$ cat src/rtl/fba_pkg.sv
// Shared types and constants for the frame bitmap allocator.
// Used by fba_ctrl, fba_dpath and frame_bitmap_allocator; no dependencies.
package fba_pkg;

  localparam int ADDR_W    = 32;
  localparam int CFG_W     = 16;
  localparam int KIND_W    = 2;
  localparam int OUT_CNT_W = 16;

  localparam int DEF_NUM_FRAMES  = 32768;
  localparam int DEF_FRAME_SHIFT = 12;
  localparam int ACTIVE_RESET    = 32768;

  localparam logic [KIND_W-1:0] KIND_ALLOC      = 2'd0;
  localparam logic [KIND_W-1:0] KIND_FREE       = 2'd1;
  localparam logic [KIND_W-1:0] KIND_FREE_RANGE = 2'd2;
  localparam logic [KIND_W-1:0] KIND_RESERVE    = 2'd3;

  // controller -> datapath
  typedef struct packed {
    logic clr_wr;      // write all-ones at sweep pointer
    logic take;        // latch the input transaction
    logic setup;       // compute walk bounds
    logic alloc_fail;  // mark allocation failed
    logic rd_cur;      // read bitmap word under cursor
    logic alloc_skip;  // word fully used, move to next
    logic alloc_wr;    // mark found frame, count up
    logic range_wr;    // masked set/clear of one word
    logic rd_w0;       // read word 0
    logic fix0_wr;     // set frame 0
    logic out_load;    // move result to output register
  } fba_cmd_t;

  // datapath -> controller
  typedef struct packed {
    logic sweep_last;
    logic is_alloc;
    logic is_free_range;
    logic full;
    logic at_end;
    logic word_full;
    logic hit_ok;
  } fba_stat_t;

endpackage

$ cat src/rtl/fba_ctrl.sv
// Sequencer of the frame bitmap allocator: clearing pass, word walk and
// output handshake. Uses fba_pkg; drives fba_dpath through fba_cmd_t.
module fba_ctrl import fba_pkg::*; (
  input  logic      clk,
  input  logic      rst,
  input  logic      in_valid,
  output logic      in_stall,
  output logic      out_valid,
  input  logic      out_stall,
  input  fba_stat_t stat,
  output fba_cmd_t  cmd
);

  localparam logic [2:0] S_CLEAR  = 3'd0;
  localparam logic [2:0] S_IDLE   = 3'd1;
  localparam logic [2:0] S_SETUP  = 3'd2;
  localparam logic [2:0] S_CHECK  = 3'd3;
  localparam logic [2:0] S_MODIFY = 3'd4;
  localparam logic [2:0] S_FIX_RD = 3'd5;
  localparam logic [2:0] S_FIX_WR = 3'd6;
  localparam logic [2:0] S_DONE   = 3'd7;

  logic [2:0] state, state_next;
  logic       out_valid_next;

  assign in_stall = (state != S_IDLE);

  always_comb begin
    state_next = state;
    cmd        = '0;
    case (state)
      S_CLEAR: begin
        cmd.clr_wr = 1'b1;
        if (stat.sweep_last) state_next = S_IDLE;
      end
      S_IDLE: begin
        if (in_valid) begin
          cmd.take   = 1'b1;
          state_next = S_SETUP;
        end
      end
      S_SETUP: begin
        if (stat.is_alloc && stat.full) begin
          cmd.alloc_fail = 1'b1;
          state_next     = S_DONE;
        end else begin
          cmd.setup  = 1'b1;
          state_next = S_CHECK;
        end
      end
      S_CHECK: begin
        if (!stat.at_end) begin
          cmd.rd_cur = 1'b1;
          state_next = S_MODIFY;
        end else if (stat.is_alloc) begin
          cmd.alloc_fail = 1'b1;
          state_next     = S_DONE;
        end else if (stat.is_free_range) begin
          state_next = S_FIX_RD;
        end else begin
          state_next = S_DONE;
        end
      end
      S_MODIFY: begin
        if (!stat.is_alloc) begin
          cmd.range_wr = 1'b1;
          state_next   = S_CHECK;
        end else if (stat.word_full) begin
          cmd.alloc_skip = 1'b1;
          state_next     = S_CHECK;
        end else if (stat.hit_ok) begin
          cmd.alloc_wr = 1'b1;
          state_next   = S_DONE;
        end else begin
          cmd.alloc_fail = 1'b1;
          state_next     = S_DONE;
        end
      end
      S_FIX_RD: begin
        cmd.rd_w0  = 1'b1;
        state_next = S_FIX_WR;
      end
      S_FIX_WR: begin
        cmd.fix0_wr = 1'b1;
        state_next  = S_DONE;
      end
      S_DONE: begin
        if (!out_valid || !out_stall) begin
          cmd.out_load = 1'b1;
          state_next   = S_IDLE;
        end
      end
      default: state_next = S_IDLE;
    endcase
  end

  always_comb begin
    out_valid_next = out_valid;
    if (cmd.out_load) begin
      out_valid_next = 1'b1;
    end else if (out_valid && !out_stall) begin
      out_valid_next = 1'b0;
    end
  end

  always_ff @(posedge clk) begin
    if (rst) begin
      state     <= S_CLEAR;
      out_valid <= 1'b0;
    end else begin
      state     <= state_next;
      out_valid <= out_valid_next;
    end
  end

  a_one_write: assert property (@(posedge clk) disable iff (rst)
    $onehot0({cmd.clr_wr, cmd.alloc_wr, cmd.range_wr, cmd.fix0_wr}))
    else $error("more than one bitmap write in a cycle");

  a_read_first: assert property (@(posedge clk) disable iff (rst)
    (state == S_MODIFY) |-> ($past(state) == S_CHECK))
    else $error("word modified without a preceding read");

  a_hold_result: assert property (@(posedge clk) disable iff (rst)
    (state == S_DONE && out_valid && out_stall) |=> (state == S_DONE))
    else $error("result overwrote an unaccepted transaction");

  a_load_valid: assert property (@(posedge clk) disable iff (rst)
    cmd.out_load |=> out_valid)
    else $error("loaded result not presented");

endmodule

$ cat config.mk
export PLATFORM = sky130hd
export DESIGN_NAME = fba_ctrl
export DESIGN_NICKNAME = d
export VERILOG_FILES = /design/src/rtl/fba_pkg.sv /design/src/rtl/fba_ctrl.sv
export SDC_FILE = /design/constraint.sdc
export NUM_CORES = 1
export LEC_CHECK = 0
export BUFFER_PORTS_ARGS = -buffer_cell sky130_fd_sc_hd__buf_4
export CAP_MARGIN = 20
export CORE_AREA = 2 2 39 41
export CTS_CLUSTER_DIAMETER = 50
export DETAILED_ROUTE_END_ITERATION = 12
export DIE_AREA = 0 0 41 43
export HOLD_SLACK_MARGIN = 0.02
export PLACE_DENSITY = 0.64
export SYNTH_ARGS = -nofsm -noshare
export SYNTH_HDL_FRONTEND = slang
export SYNTH_SLANG_ARGS = --single-unit
$ cat constraint.sdc
create_clock -name clk -period 1.6 [get_ports clk]
set_clock_uncertainty 0.05 [all_clocks]
set_input_delay 0.08 -clock clk [delete_from_list [all_inputs] [get_ports clk]]
set_output_delay 0.08 -clock clk [all_outputs]
set_load 0.005 [all_outputs]
==> results of run 1 <==
-- cells in the mapped netlist --
library cell | n | area [um^2]
nor3b_1 | 3 | 22.5
o21ai_0 | 1 | 5.00
nor2_1 | 4 | 15.0
and3_1 | 1 | 6.26
buf_2 | 2 | 10.0
inv_2 | 1 | 3.75
a211oi_1 | 1 | 7.51
a21oi_1 | 5 | 25.0
nand3_1 | 1 | 5.00
nand2b_1 | 1 | 6.26
nor4b_1 | 1 | 8.76
nor2b_1 | 1 | 6.26
or3_4 | 1 | 11.3
nor3_1 | 4 | 20.0
a21oi_2 | 1 | 8.76
o21ai_1 | 1 | 5.00
nand2_1 | 6 | 22.5
or3_1 | 1 | 6.26
o21ai_2 | 1 | 8.76
o32a_1 | 1 | 10.0
inv_1 | 2 | 7.51
or4_1 | 1 | 7.51
nand4_1 | 2 | 12.5
buf_4 | 1 | 7.51
dfxtp_1 | 4 | 80.1
buf_6 | 1 | 11.3
-- sequential cells by signal (all words and copies together), names as in the netlist --
name       cells
out_valid      1
state          3
-- worst min-delay path by stage --
stage | from | end | cells after the start
3_3_place_gp | rst | out_valid$_SDFFE_PP0P_ | 2
4_1_cts | out_stall | out_valid$_SDFFE_PP0P_ | 3
6_report | out_stall | out_valid$_SDFFE_PP0P_ | 3
2_1_floorplan | rst | out_valid$_SDFFE_PP0P_ | 1
5_1_grt | out_stall | out_valid$_SDFFE_PP0P_ | 3
3_5_place_dp | rst | state[1]$_SDFFE_PP0P_ | 2
-- layout make-up --
cell class	count	area, um^2	area share
clock buffer	3	22.5	0.0390
inverter	3	11.3	0.0195
multi-input combinational	38	228	0.394
sequential	4	83.8	0.145
tap	16	20.0	0.0346
timing repair buffer	28	213	0.368
-- kinds of logic (layout without fill, tap and decap cells) --
group / Yosys count / in the layout
AND/OR/NAND/NOR: 27 / 27
AO/OA/AOI/OAI: 11 / 11
buffers and inverters: 7 / 34
flip-flops: 4 / 4
-- cell usage in the layout, fill, tap and decap left out --
cell type      instances
inv_1                  2
o21ai_2                1
nand2b_1               1
dfxtp_2                3
clkbuf_4               3
o21ai_1                1
inv_2                  1
or3_4                  1
nor2b_1                1
nor3_1                 4
a211oi_1               1
nor3b_1                3
buf_4                 27
o32a_1                 1
a21oi_1                4
nor4b_1                1
a21oi_2                2
o21ai_0                1
or3_1                  1
dfxtp_1                1
nand4_1                2
and3_1                 1
or4_4                  1
nor2_1                 4
dlygate4sd3_1          1
nand2_1                6
nand3_1                1
-- per-layer routing --
layer,part of all wire,routed length [um],up-vias,global-route usage
li1,-,-,231,-
met1,0.41,432,191,0.175
met2,0.47,493,23,0.200
met3,0.079,83,4,0.0157
met4,0.036,38,0,0.140
met5,0,0,-,0
-- worst register-to-register path: stages, from the launching register on --
cell and delay (ns):
dfxtp_2 0.32, buf_4 0.14, buf_4 0.14, nand3_1 0.12, a21oi_2 0.05, or4_4 0.53, a21oi_2 0.13
-- through the flow --
stage | std cells | worst slack [ns] | hold slack, ns | instance area [um^2] | util
6_report | 92 | -0.0663 | 0.0689 | 578 | 0.418
5_1_grt | 92 | -0.135 | 0.0970 | 578 | 0.418
4_1_cts | 92 | -0.0663 | 0.0626 | 571 | 0.412
3_5_place_dp | 87 | 0.110 | 0.230 | 527 | 0.381
3_3_place_gp | 87 | 0.138 | 0.230 | 527 | 0.381
2_1_floorplan | 49 | 0.228 | 0.0991 | 340 | -
-- power by group through the flow --
stage                     combinational, mW  sequential (mW)  clock (mW)
after CTS                             0.122            0.122       0.136
after detailed placement              0.118            0.122           0
after global placement                0.117            0.123           0
after floorplan                      0.0639            0.114           0
final                                 0.125            0.123       0.131
after global routing                  0.141            0.125       0.139
-- repair_timing --
| action | in CTS | in global routing |
|---|---|---|
| gates resized for setup | 3 | 2 |
| hold buffers | 1 | 0 |
| buffers inserted | 1 | 0 |
| endpoints found under the hold margin | 4 | 0 |
| pin swaps | 0 | 1 |
| endpoints found under the setup margin | 2 | 3 |
==> flow_metrics.env, run 1 <==
export IMPL_crit_end="cmd[7]"
export IMPL_r2r_end="state[2]$_SDFFE_PP0P_"
export IMPL_coreArea_mm2=0.00138
export IMPL_path_cells="inv_2 > or3_4 > o32a_1 > o21ai_2 > buf_4"
export IMPL_cts_htree_levels=1
export IMPL_critical_path_top_delay_family="compound AO/OA/AOI/OAI gates"
export IMPL_grt_use_total=0.143
export IMPL_area_growth_pct=69.9
export IMPL_maxCapViolCount=0
export IMPL_grt_max_degree=11
export IMPL_path_max_fanout=4
export IMPL_synth_compound_area_frac=0.206
export IMPL_startpoint="state[2]$_SDFFE_PP0P_"
export IMPL_intPower_mw=0.264
export IMPL_antennaDiodeCount=0
export IMPL_reg2regPathDepth=6
export IMPL_finalMaxSlewViolations=0
export IMPL_power_mw=0.379
export IMPL_drc=0
export IMPL_setup_viol=1
export IMPL_viasPerCell=4.88
export IMPL_clkSlewWorstSetupHoldPaths_ns=0.04
export IMPL_crit_cells=5
export IMPL_firstDrtPassIters=4
export IMPL_synth_mux_area_frac=0
export IMPL_die_x_um=41
export IMPL_ys_seq_elements=4
export IMPL_path_buf_inv=2
export IMPL_synth_fa_ha_area_frac=0
export IMPL_max_slew_margin=0.821
export IMPL_ys_warn_count=0
export IMPL_clock_latency_ns=0.24
export IMPL_die_area_mm2=0.00176
export IMPL_peakVddDrop_uv=192
export IMPL_power_density_mw_per_mm2=656
export IMPL_yosysSeqAreaShare=0.235
export IMPL_p_seq_frac=0.324
export IMPL_place_gp_congestion=0.691
export IMPL_period_share=1.04
export IMPL_drive_gt1_frac=0.513
export IMPL_dp_hpwl_um=762
export IMPL_crit_arrival_ns=1.54
export IMPL_gr_total_overflow=0
export IMPL_worstHoldPathType="primary input to flip-flop"
export IMPL_rsz0062_at_grt="true"
export IMPL_cts_tree="yes"
export IMPL_p_comb_frac=0.330
export IMPL_root_buffer="clkbuf_4"
export IMPL_crit_path_end_kind="output port"
export IMPL_synth_avg_cell_area_um2=6.95
export IMPL_fillCellCount=152
export IMPL_wl_mm=1.05
export IMPL_p_leak_nw=0.266
export IMPL_critPathKind="flip-flop to output port"
export IMPL_violations="setup timing"
export IMPL_hold_viol_final=0
export IMPL_fin_nets=89
export IMPL_synthesis_nets=60
export IMPL_required_ns=1.47
export IMPL_critical_path_max_stage_delay_ns=0.38
export IMPL_clock_sinks=4
export IMPL_ioPinCount=24
export IMPL_crit_reg2reg_launch="state[2]$_SDFFE_PP0P_"
export IMPL_switching_share=0.305
export IMPL_period_needed_ns=1.67
export IMPL_cp_slowest_cell="or3_4"
export IMPL_rows=14
export IMPL_fp_dieH_um=43
export IMPL_wl_per_cell_um=11.4
export IMPL_synth_simple_area_share=0.441
export IMPL_ant_nets=0
export IMPL_grt_pass1_wl_mm=1.65
export IMPL_antenna_found_initial=0
export IMPL_switchingPower_mw=0.116
export IMPL_clk_path_buf_depth=2
export IMPL_initial_utilization=0.246
export IMPL_worst_pin_slew_ns=0.267
export IMPL_synth_area_um2=340
export IMPL_setup_tns_ns=-0.0663
export IMPL_netlist_instances=49
export IMPL_outcome="finished, violations left"
export IMPL_cts_buffers=3
export IMPL_synth_distinct_cells=26
export IMPL_vias=449
export IMPL_portBuffers=23
export IMPL_cp_start_kind="flip-flop"
export IMPL_worst_slack_ns=-0.0663
export IMPL_max_freq_mhz=600
export IMPL_initialDrtViolationCount=4
export IMPL_synth_top_family_by_area="simple AND/OR/NAND/NOR gates"
export IMPL_grt_pass1_vias=406
export IMPL_clkPwrFrac=0.346
export IMPL_reg2reg_slack_ns=0.05
export IMPL_yosys_area_share_xor_xnor=0
Note: power is estimated with default switching activity, not from simulation.
==> run 2, diff against run 1 <==
--- a/config.mk
+++ b/config.mk
@@ -5,6 +5,7 @@
 export SDC_FILE = /design/constraint.sdc
 export NUM_CORES = 1
 export LEC_CHECK = 0
+export ABC_AREA = 1
 export BUFFER_PORTS_ARGS = -buffer_cell sky130_fd_sc_hd__buf_4
 export CAP_MARGIN = 20
 export CORE_AREA = 2 2 39 41
@@ -12,7 +13,8 @@
 export DETAILED_ROUTE_END_ITERATION = 12
 export DIE_AREA = 0 0 41 43
 export HOLD_SLACK_MARGIN = 0.02
-export PLACE_DENSITY = 0.64
+export PLACE_DENSITY = 0.68
+export SKIP_LAST_GASP = 1
 export SYNTH_ARGS = -nofsm -noshare
 export SYNTH_HDL_FRONTEND = slang
 export SYNTH_SLANG_ARGS = --single-unit
==> run 2 against run 1 <==
Net effect: the run now ends clean; synthesized cell count increased by 39%; count of clock-buffer cells in the layout unchanged; sequential share of layout area decreased by 0.82 points; design area increased by 2.8%; power increased by 23%; worst hold slack improved by 0.010 ns; critical path type unchanged.
==> flow_metrics.env, run 2 <==
export IMPL_fp_dieH_um=43
export IMPL_synth_edff_count=0
export IMPL_wl_per_cell_um=8.61
export IMPL_gr_total_overflow=0
export IMPL_max_freq_mhz=708
export IMPL_required_ns=1.47
export IMPL_grt_use_total=0.118
export IMPL_grt_pass1_vias=390
export IMPL_setup_viol=0
export IMPL_layout_common_cells="23 x buf_4, 15 x inv_1, 14 x nand2_1"
export IMPL_root_buffer="clkbuf_4"
export IMPL_vias=470
export IMPL_critPathKind="flip-flop to output port"
export IMPL_outcome="complete, no violations"
export IMPL_path_max_fanout=6
export IMPL_synth_ff_type="dfxtp_1"
export IMPL_period_needed_ns=1.41
export IMPL_clk_path_buf_depth=2
export IMPL_drc=0
export IMPL_initial_utilization=0.277
export IMPL_regMostFlops="state"
export IMPL_antenna_found_initial=0
export IMPL_grt_pass1_wl_mm=1.48
export IMPL_synth_distinct_cells=17
export IMPL_coreArea_mm2=0.00138
export IMPL_synth_area_um2=383
export IMPL_grt_util_met1=0.157
export IMPL_worst_pin_slew_ns=0.222
export IMPL_die_x_um=41
export IMPL_synth_area_leader_cell="dfxtp_1"
export IMPL_yosysSeqAreaShare=0.209
export IMPL_die_area_mm2=0.00176
export IMPL_clock_latency_ns=0.23
export IMPL_place_gp_congestion=0.779
export IMPL_antennaDiodeCount=0
export IMPL_cts_buffers=3
export IMPL_crit_path_end_kind="output port"
export IMPL_power_density_mw_per_mm2=788
export IMPL_use_met3=0.0681
export IMPL_firstDrtPassIters=2
export IMPL_setup_tns_ns=0
export IMPL_cp_start_kind="flip-flop"
export IMPL_netlist_instances=68
export IMPL_grt_met2_usage=0.175
export IMPL_synth_top_area_frac=0.209
export IMPL_wl_um=938
export IMPL_hold_viol_final=0
export IMPL_synth_avg_cell_area_um2=5.63
export IMPL_clkSlewWorstSetupHoldPaths_ns=0.04
export IMPL_period_share=0.883
export IMPL_ys_warn_count=0
export IMPL_instances_no_fill=109
export IMPL_yosys_top_cells_count="15 x inv_1, 14 x nand2_1, 9 x nor2_1"
export IMPL_worstHoldStart="out_stall"
export IMPL_dp_hpwl_um=783
export IMPL_largestRegisters="state x3, out_valid x1"
export IMPL_p_leak_nw=0.368
export IMPL_portBuffers=23
export IMPL_rsz0062_at_grt="false"
export IMPL_holdWs_ns=0.0790
export IMPL_synthTopCellsByArea="dfxtp_1 21%, inv_1 15%, nand2_1 14%, nor2_1 8.8%, nand4_1 6.5%"
export IMPL_rows=14
export IMPL_placed_cell_area_um2=561
export IMPL_startpoint="state[0]$_SDFFE_PP0P_"
export IMPL_grt_max_degree=9
export IMPL_async_flop_share=0
export IMPL_final_common_cell="buf_4"
export IMPL_synthesis_nets=79
export IMPL_fin_nets=106
export IMPL_ys_seq_elements=4
export IMPL_largest_register_ffs=3
export IMPL_finalMaxSlewViolations=0
export IMPL_clock_sinks=4
export IMPL_cts_htree_levels=1
export IMPL_worstHoldPathType="primary input to flip-flop"
export IMPL_peakVddDrop_uv=681
export IMPL_ant_nets=0
export IMPL_ioPinCount=24
export IMPL_maxCapViolCount=0
export IMPL_max_slew_margin=0.852
export IMPL_crit_reg2reg_launch="state[2]$_SDFFE_PP0P_"
export IMPL_area_growth_pct=55.2
export IMPL_crit_arrival_ns=1.28
export IMPL_dp_cells=105
export IMPL_busiest_layer="met2"
export IMPL_cts_tree="yes"
export IMPL_postLayoutCellArea_um2=594
export IMPL_viasPerCell=4.31
export IMPL_drive_gt1_frac=0.387
export IMPL_initialDrtViolationCount=3
export IMPL_fillCellCount=157
export IMPL_synth_most_common_cell="inv_1"
-- run 2: per-stage QoR --
| step | power, mW | utilization | setup WS (ns) |
|---|---|---|---|
| after floorplan | 0.259 | - | 0.541 |
| after global placement | 0.340 | 0.405 | 0.335 |
| after detailed placement | 0.344 | 0.405 | 0.320 |
| after CTS | 0.476 | 0.429 | 0.104 |
| after global routing | 0.505 | 0.429 | 0.0988 |
| final | 0.468 | 0.429 | 0.187 |
-- run 2: kinds of logic after synthesis --
family / count (synthesis) / synth area share
compound gates: 5 / 0.0719
buf+inv: 18 / 0.199
flops: 4 / 0.209
simple gates: 41 / 0.520
-- run 2: cell type report --
cell class | instances | area (um^2) | area share
repair buffers | 24 | 183 | 0.307
flip-flops and latches | 4 | 81.3 | 0.137
well taps | 16 | 20.0 | 0.0337
multi-input cells | 46 | 226 | 0.381
inverters | 16 | 61.3 | 0.103
clock buffers | 3 | 22.5 | 0.0379
-- run 2: repair_timing --
item | in CTS | in global routing
buffers inserted | 0 | 0
endpoints found under the setup margin | 0 | 1
gates resized for setup | 0 | 1
hold endpoints to repair | 2 | 0
hold buffers | 1 | 0
-- run 2: per-layer routing --
metal	vias to the layer above	routed length (um)
met5	-	0
met4	0	0
met3	0	63
met2	11	428
met1	200	446
li1	259	-
-- run 2: where the power goes --
group,internal [mW],switching (mW),total [mW]
clock,0.0839,0.0409,0.125
combinational,0.103,0.102,0.205
sequential,0.115,0.0231,0.138
total,0.302,0.166,0.468
-- run 2: worst paths after layout --
path,to,slack [ns],depth (start not counted)
max,cmd[7],0.19,7
min,out_valid$_SDFFE_PP0P_,0.08,3
max reg2reg,state[1]$_SDFFE_PP0P_,0.46,5
min reg2reg,out_valid$_SDFFE_PP0P_,0.42,2
-- run 2: critical path: stages (launching register included) --
cell and delay (ns):
dfxtp_1 0.41, nand2_1 0.14, inv_1 0.09, nand2_1 0.07
nand2_1 0.06, nand2_1 0.05, o21ai_1 0.11, buf_4 0.12
==> run 3, diff against run 2 <==
--- a/config.mk
+++ b/config.mk
@@ -13,7 +13,7 @@
 export DETAILED_ROUTE_END_ITERATION = 12
 export DIE_AREA = 0 0 41 43
 export HOLD_SLACK_MARGIN = 0.02
-export PLACE_DENSITY = 0.68
+export PLACE_DENSITY = 0.7
 export SKIP_LAST_GASP = 1
 export SYNTH_ARGS = -nofsm -noshare
 export SYNTH_HDL_FRONTEND = slang
==> constraint.sdc (replaced) <==
create_clock -name clk -period 1.25 [get_ports clk]
set_clock_uncertainty 0.05 [all_clocks]
set_input_delay 0.0625 -clock clk [delete_from_list [all_inputs] [get_ports clk]]
set_output_delay 0.0625 -clock clk [all_outputs]
set_load 0.005 [all_outputs]
==> run 3 against run 2 <==
Net effect: critical path depth is 1 higher; the flow now finishes with violations (setup timing); worst hold slack got worse by 0.011 ns; clock power rose by 31%; worst setup slack got worse by 0.24 ns; via count is 11% higher; critical endpoint is now state[0]$_SDFFE_PP0P_.
==> flow_metrics.env, run 3 (synthesis gave the netlist of run 2 again) <==
export IMPL_outcome="finished, violations left"
export IMPL_violations="setup timing"
export IMPL_grt_pass1_wl_mm=1.57
export IMPL_placed_cell_area_um2=561
export IMPL_reg2regPathDepth=8
export IMPL_wl_per_cell_um=9.72
export IMPL_clock_latency_ns=0.24
export IMPL_fp_dieH_um=43
export IMPL_ant_nets=0
export IMPL_worst_slack_ns=-0.0530
export IMPL_worstHoldStart="out_stall"
export IMPL_cts_tree="yes"
export IMPL_p_leak_nw=0.419
export IMPL_holdPathStages=3
export IMPL_drive_gt1_frac=0.556
export IMPL_regArea_um2=91.3
export IMPL_hold_end="out_valid$_SDFFE_PP0P_"
export IMPL_vias=520
export IMPL_critical_path_max_stage_delay_ns=0.37
export IMPL_area_growth_pct=86.3
export IMPL_worst_pin_slew_ns=0.202
export IMPL_final_common_cell="buf_4"
export IMPL_crit_reg2reg_launch="state[0]$_SDFFE_PP0P_"
export IMPL_rsz0062_at_grt="true"
export IMPL_postLayoutCellArea_um2=713
export IMPL_initialDrtViolationCount=9
export IMPL_wl_mm=1.12
export IMPL_clk_path_buf_depth=2
export IMPL_place_gp_congestion=0.830
export IMPL_rows=14
export IMPL_antenna_found_initial=0
export IMPL_max_freq_mhz=767
export IMPL_largestRegisters="state x3, out_valid x1"
export IMPL_viasPerCell=4.52
export IMPL_layout_common_cells="29 x buf_4, 13 x inv_1, 11 x nand2_1"
export IMPL_clkSlewWorstSetupHoldPaths_ns=0.04
export IMPL_power_density_mw_per_mm2=998
export IMPL_period_needed_ns=1.30
export IMPL_grt_pass1_vias=426
export IMPL_dp_hpwl_um=784
export IMPL_peakVddDrop_uv=656
export IMPL_hold_viol_final=0
export IMPL_cp_slowest_cell="dfxtp_4"
export IMPL_crit_path_end_kind="flip-flop"
export IMPL_die_area_mm2=0.00176
export IMPL_holdWs_ns=0.0678
export IMPL_cp_start_kind="flip-flop"
export IMPL_firstDrtPassIters=4
export IMPL_fin_nets=112
export IMPL_coreArea_mm2=0.00138
export IMPL_regMostFlops="state"
export IMPL_path_cells="nor2_4 > buf_4 > buf_4 > nand2_2 > or2_4 > nand3_2 > nor2_2 > nor2_2"
export IMPL_finalMaxSlewViolations=0
export IMPL_largest_register_ffs=3
export IMPL_gr_total_overflow=0
export IMPL_startpoint="state[0]$_SDFFE_PP0P_"
export IMPL_period_share=1.04
export IMPL_grt_use_total=0.128
export IMPL_power_mw=0.712
export IMPL_setup_viol=3
export IMPL_drc=0
export IMPL_antennaDiodeCount=0
export IMPL_worstHoldPathType="primary input to flip-flop"
export IMPL_maxCapViolCount=0
export IMPL_reg2reg_slack_ns=-0.05
export IMPL_max_slew_margin=0.865
export IMPL_ioPinCount=24
export IMPL_fillCellCount=138
export IMPL_critPathKind="flip-flop to flip-flop"
export IMPL_path_max_fanout=6
export IMPL_cts_htree_levels=1
export IMPL_required_ns=1.37
export IMPL_root_buffer="clkbuf_4"
export IMPL_initial_utilization=0.277
export IMPL_crit_arrival_ns=1.43
export IMPL_cts_buffers=3
export IMPL_dp_slack_ns=0.0298
export IMPL_multi_input_area_um2=284
export IMPL_grt_max_degree=8
export IMPL_clock_sinks=4
export IMPL_r2r_end="state[0]$_SDFFE_PP0P_"
export IMPL_portBuffers=23
export IMPL_die_x_um=41
==> run 3: repair_timing <==
| item | 4_1_cts | 5_1_grt |
|---|---|---|
| hold buffers | 1 | 0 |
| pin swaps | 4 | 5 |
| gates resized for setup | 15 | 10 |
| endpoints found under the hold margin | 2 | 0 |
| gates cloned | 0 | 0 |
| endpoints found under the setup margin | 7 | 7 |
| setup buffers | 3 | 3 |
==> run 3: where the power goes <==
part,switching [mW],internal [mW],total (mW)
Clock,0.0562,0.108,0.164
Combinational,0.164,0.183,0.347
Sequential,0.0469,0.154,0.201
Total,0.267,0.444,0.712
==> run 3: how the worst max path moves through the flow <==
stage                       endpoint  slack [ns]  depth (start not counted)
5_1_grt                       cmd[7]       -0.11                          6
6_report       state[0]$_SDFFE_PP0P_       -0.05                          8
3_5_place_dp   state[1]$_SDFFE_PP0P_        0.03                          5
3_3_place_gp   state[1]$_SDFFE_PP0P_        0.04                          5
4_1_cts                       cmd[7]       -0.02                          6
2_1_floorplan  state[0]$_SDFFE_PP0P_        0.19                          7
==> run 3: stage by stage <==
stage / TNS, ns / instances / util
final: -0.134 / 115 / 0.515
after global routing: -0.523 / 115 / 0.515
after CTS: -0.0341 / 112 / 0.474
after detailed placement: 0 / 105 / 0.405
after global placement: 0 / 105 / 0.405
after floorplan: 0 / 68 / -
==> run 3: layout make-up <==
class,count,share of cell area
multi-input combinational,46,0.398
clock buffer,3,0.0316
sequential,4,0.128
inverter,16,0.0947
timing repair buffer,30,0.319
tap,16,0.0281
==> run 3: routing by layer <==
metal  vias to the layer above  GRT usage  wire (um)
met1                       231      0.150        421
met4                         0     0.0600         12
met2                        17      0.216        614
li1                        270          -          -
met3                         2     0.0157         70
met5                         -          0          0
==> run 3: worst max-delay path, delay by kind of cell, from the launching register on <==
kind                   cells  cell delay, ns
buffers and inverters      2            0.21
and+or+nand+nor            6            0.60
DFF                        1            0.37
